`src/rtl/bng_ram.sv`:
```
// ----------------------------------------------------------------------------
// bng_ram
// Simple dual-port memory: one write port, one read port with registered data.
// ----------------------------------------------------------------------------
module bng_ram #(
	parameter int WIDTH = 32,
	parameter int DEPTH = 48
) (
	input  logic                     clk,
	input  logic                     we,
	input  logic [$clog2(DEPTH)-1:0] waddr,
	input  logic [WIDTH-1:0]         wdata,
	input  logic [$clog2(DEPTH)-1:0] raddr,
	output logic [WIDTH-1:0]         rdata
);

	logic [WIDTH-1:0] mem [DEPTH];

	always_ff @(posedge clk) begin
		if (we) begin
			mem[waddr] <= wdata;
		end
		rdata <= mem[raddr];
	end

endmodule

```
`config.mk`:
```
export PLATFORM = sky130hd
export DESIGN_NAME = bng_ram
export DESIGN_NICKNAME = d
export VERILOG_FILES = /design/src/rtl/bng_ram.sv
export SDC_FILE = /design/constraint.sdc
export NUM_CORES = 1
export LEC_CHECK = 0
export ABC_AREA = 1
export BUFFER_PORTS_ARGS = -buffer_cell sky130_fd_sc_hd__clkbuf_2
export CORE_MARGIN = 2
export CORE_UTILIZATION = 30
export DETAILED_ROUTE_END_ITERATION = 8
export MAX_ROUTING_LAYER = met4
export SLEW_MARGIN = 20
export SYNTH_ARGS = -nofsm -noshare
export SYNTH_HDL_FRONTEND = slang
export SYNTH_SLANG_ARGS = --single-unit
```
`constraint.sdc`:
```
create_clock -name clk -period 6.05 [get_ports clk]
set_input_delay 0.605 -clock clk [delete_from_list [all_inputs] [get_ports clk]]
set_output_delay 0.605 -clock clk [all_outputs]
set_load 0.005 [all_outputs]
```
## Yosys cells after proc, flatten, opt, wreduce, memory -nomap -nowiden

Memory sizes are Yosys's and may differ from the RTL's. A register that Yosys moved wholly into a read port is not among the register bits.
Index checks and enable logic that the tools add are counted.

- Output and inout bits: 32
- Flip-flop bits (word level): 0
- Memory bits (writable): 1,536
- Memories: 1
- Input bits: 46

Memory list:

| memory | depth | width | rd ports | clocked after memory_dff | wr ports | RTL line | RTL |
|---|---|---|---|---|---|---|---|
| mem | 48 | 32 | 1 | 1 | 1 | 17 | `logic [WIDTH-1:0] mem [DEPTH];` |

- Multiplexer cells: 2

Operators by type and width:

| operator | count |
|---|---|
| $mux 1 | 2 |

## Longest topological paths before layout

- Word-level depth: 2
- Depth in mapped cells: 13
- Depth with buffers taken out: 9

## Worst setup path before layout

OpenSTA, ideal clock, no wires.

- Path kind: in2reg
- Start: in we
- End: mem mem[16][0], enable pin
- Required time: 5,629 ps
- Stages on the path: 3
- Arrival: 2,524 ps
- Slack: 3,105 ps
- Cells stage by stage: clkbuf_1 -> nand3_1 -> nor2_1

- Longest elaborated chain between the ends: 2

Ends and longest elaborated chain:

| what | RTL line | RTL |
|---|---|---|
| from (decl) | 10 | `input logic we,` |
| $mux 1 | 20 | `if (we) begin` |
| $mux 1 (not written as such) | 21 | `mem[waddr] <= wdata;` |
| to (decl) | 17 |  |

No other way between the ends.

==> flow_metrics.tcl <==
set metrics [dict create \
    yosysUniqueCellTypes 18 \
    clock_skew_ps 21.11 \
    post-route-period-util 0.5176 \
    dieArea_mm2 0.2107 \
    rrSetupSlack_ps 4200 \
    cts_setup_buffers 0 \
    die_w_um 459.0 \
    synth_area_leaders "edfxtp_1 74%, nand2_1 8.4%, nand3_1 7.5%, nor2_1 2.6%, o21ai_0 1.9%" \
    power_density_mw_per_mm2 326.2 \
    num_rows 167 \
    cts_buffers 158 \
    hp-class "input port to flop" \
    start_util 0.3009 \
    synth_top_area_frac 0.7426 \
    r2r-start "mem[3][10]" \
    core_area_mm2 0.2064 \
    synth_edf_count 1536 \
    post-synth-top-count-cell "edfxtp_1" \
    yosysSeqAreaShare 0.7529 \
    clockBufferDepth 3 \
    syn_to_final_growth_pct 13.87 \
    min_period_ps 3131 \
    gp_congestion 0.8646 \
    hold_depth 1 \
    grt_antenna_before_repair 6 \
    final_util 0.3426 \
    rsz0062_at_grt "false" \
    hold_viol 0 \
    slew_headroom 0.2579 \
    first_global_vias 38002 \
    dp_hpwl_um 90130 \
    grt_start_max_net_pins 188 \
    end_kind "flop" \
    worstSetupPathType "input port to flop" \
    fmax_ghz 0.3194 \
    yosys_warnings 0 \
    setup_tns_ps 0 \
    status "completed" \
    synthFlopType "edfxtp_1" \
    ir_worst_vdd_uv 306.2 \
    required_ps 6670 \
    vias 39635 \
    synth_async_sr_flop_share 0 \
    syn-num-nets 5110 \
    synth_top_area_cell "edfxtp_1" \
    synthCells 5064 \
    clkTransAtPathRegs_ps 60 \
    dr.first_iter.drc_count 4037 \
    drive_gt1_frac 0.08409 \
    track_usage 0.1657 \
    drt-pass1-iter-count 5 \
    numPortBuffers 77 \
    final_nets 5102 \
    setup_viol 0 \
    crit_path_end "rdata[24]" \
    cts-resized-gates 0 \
    cp-startpoint "raddr[1]" \
    overflow 0 \
    ant_nets 0 \
    wl_per_cell_um 21.88 \
    synth_commonest_cells "1536 x edfxtp_1, 1384 x nand2_1, 933 x nand3_1" \
    die_h_um 459.0 \
    regToRegEndpoint "rdata[10]" \
    arrival_ps 3750 \
    cap_violations 0 \
    reg2reg_depth 8 \
    ioPinCount 78 \
    drcViolationCount 0 \
    grt_pass1_wl_um 256400 \
    clk_latency_ps 800 \
    leakagePower_nw 23.96 \
    htree_levels 4 \
    start_kind "input port" \
    avgSynthCellArea_um2 12.27 \
    slew_viol_final 0 \
    syn_area_mm2 0.06211 \
    ys_seq_elements 1568 \
    crit_fanout 65 \
    tightest_slew_ps 1113 \
    root_buffer "clkbuf_16" \
    totalWireLength_um 172800 \
    clock-sinks 1568 \
    hold_buffers 0 \
    viasPerCell 5.020 \
    cts_tree "built" \
]
-- worst max-delay path: stages --
cell     delay [ps]
buf_8           350
buf_4           640
buf_4           760
nand3_1         250
nand3_1         150
nand2_1          90
nand2_1          70
nand3_1          80
nand3_1         310
nand2_1         220
-- report_power, final --
part / internal (mW) / switching, mW / leakage, nW / total (mW)
Clock: 5.61 / 4.07 / 2.49 / 9.68
Combinational: 0.313 / 0.991 / 7.38 / 1.30
Sequential: 12.0 / 0.0608 / 14.1 / 12.1
Total: 18.0 / 5.12 / 24.0 / 23.1
-- layout make-up --
cell class              count  area (um^2)
fillers                 19974       135700
flip-flops and latches   1568        46760
multi-input cells        3143        14140
clock buffers             210         4365
well taps                2704         3383
repair buffers            165         1229
clock inverters            79        725.7
inverters                  20        100.1
diodes                      7        17.52
-- per-stage QoR --
step	std cells	hold slack [ps]	cell area, um^2	total power, mW	setup slack [ps]
floorplan	5064	642.7	62110	13.00	3105
global placement	7598	696.7	65580	13.61	2279
detailed placement	7598	712.2	65580	13.62	2233
CTS	7887	385.1	70670	23.19	3082
global route	7894	280.8	70720	23.74	2923
finish	7896	321.2	70720	23.07	2919
-- cells in the final DEF (no fill, tap or decap) --
cell type,instances
clkinvlp_4,4
buf_2,4
bufinv_16,13
clkbuf_1,36
nand2_1,1384
clkinv_1,34
inv_8,3
nor2_1,385
clkbuf_2,69
nand4_1,1
nand3_1,933
buf_12,12
buf_4,77
o211ai_1,128
o21ai_1,22
dfxtp_1,32
diode_2,7
clkinv_8,2
buf_8,3
inv_6,4
edfxtp_1,1536
nor3_1,8
clkbuf_8,11
inv_4,1
clkinv_2,22
o21ai_0,234
inv_1,16
clkbuf_16,163
nor2_4,48
-- worst min-delay path by stage --
stage / start / endpoint / slack (ps)
2_1_floorplan: mem[45][0] / rdata[0] / 640
5_1_grt: wdata[28] / mem[46][28] / 280
4_1_cts: raddr[3] / rdata[20] / 390
3_3_place_gp: mem[33][26] / rdata[26] / 700
3_5_place_dp: mem[41][20] / rdata[20] / 710
6_report: wdata[28] / mem[46][28] / 320
-- flip-flops by register name, indices dropped and copies added (netlist names) --
name and flops:
mem 1536, rdata 32
-- cells by family (layout without fill, tap and decap cells) --
kind of cell | after synthesis | count (layout) | synth area share
buffers and inverters | 353 | 474 | 0.02526
and+or+nand+nor | 2759 | 2759 | 0.1857
other | 0 | 7 | 0
DFF | 1568 | 1568 | 0.7529
AOI/OAI and AO/OA | 384 | 384 | 0.03610
-- layer usage --
layer | track usage | share of wire | vias up | routed length, um
li1 | - | - | 18025 | -
met1 | 0.2126 | 0.42 | 19888 | 71860
met2 | 0.2618 | 0.48 | 1427 | 82490
met3 | 0.02281 | 0.061 | 295 | 10560
met4 | 0.07429 | 0.046 | 0 | 7883
met5 | - | 0 | - | 0
(Power assumes the default switching activity.)
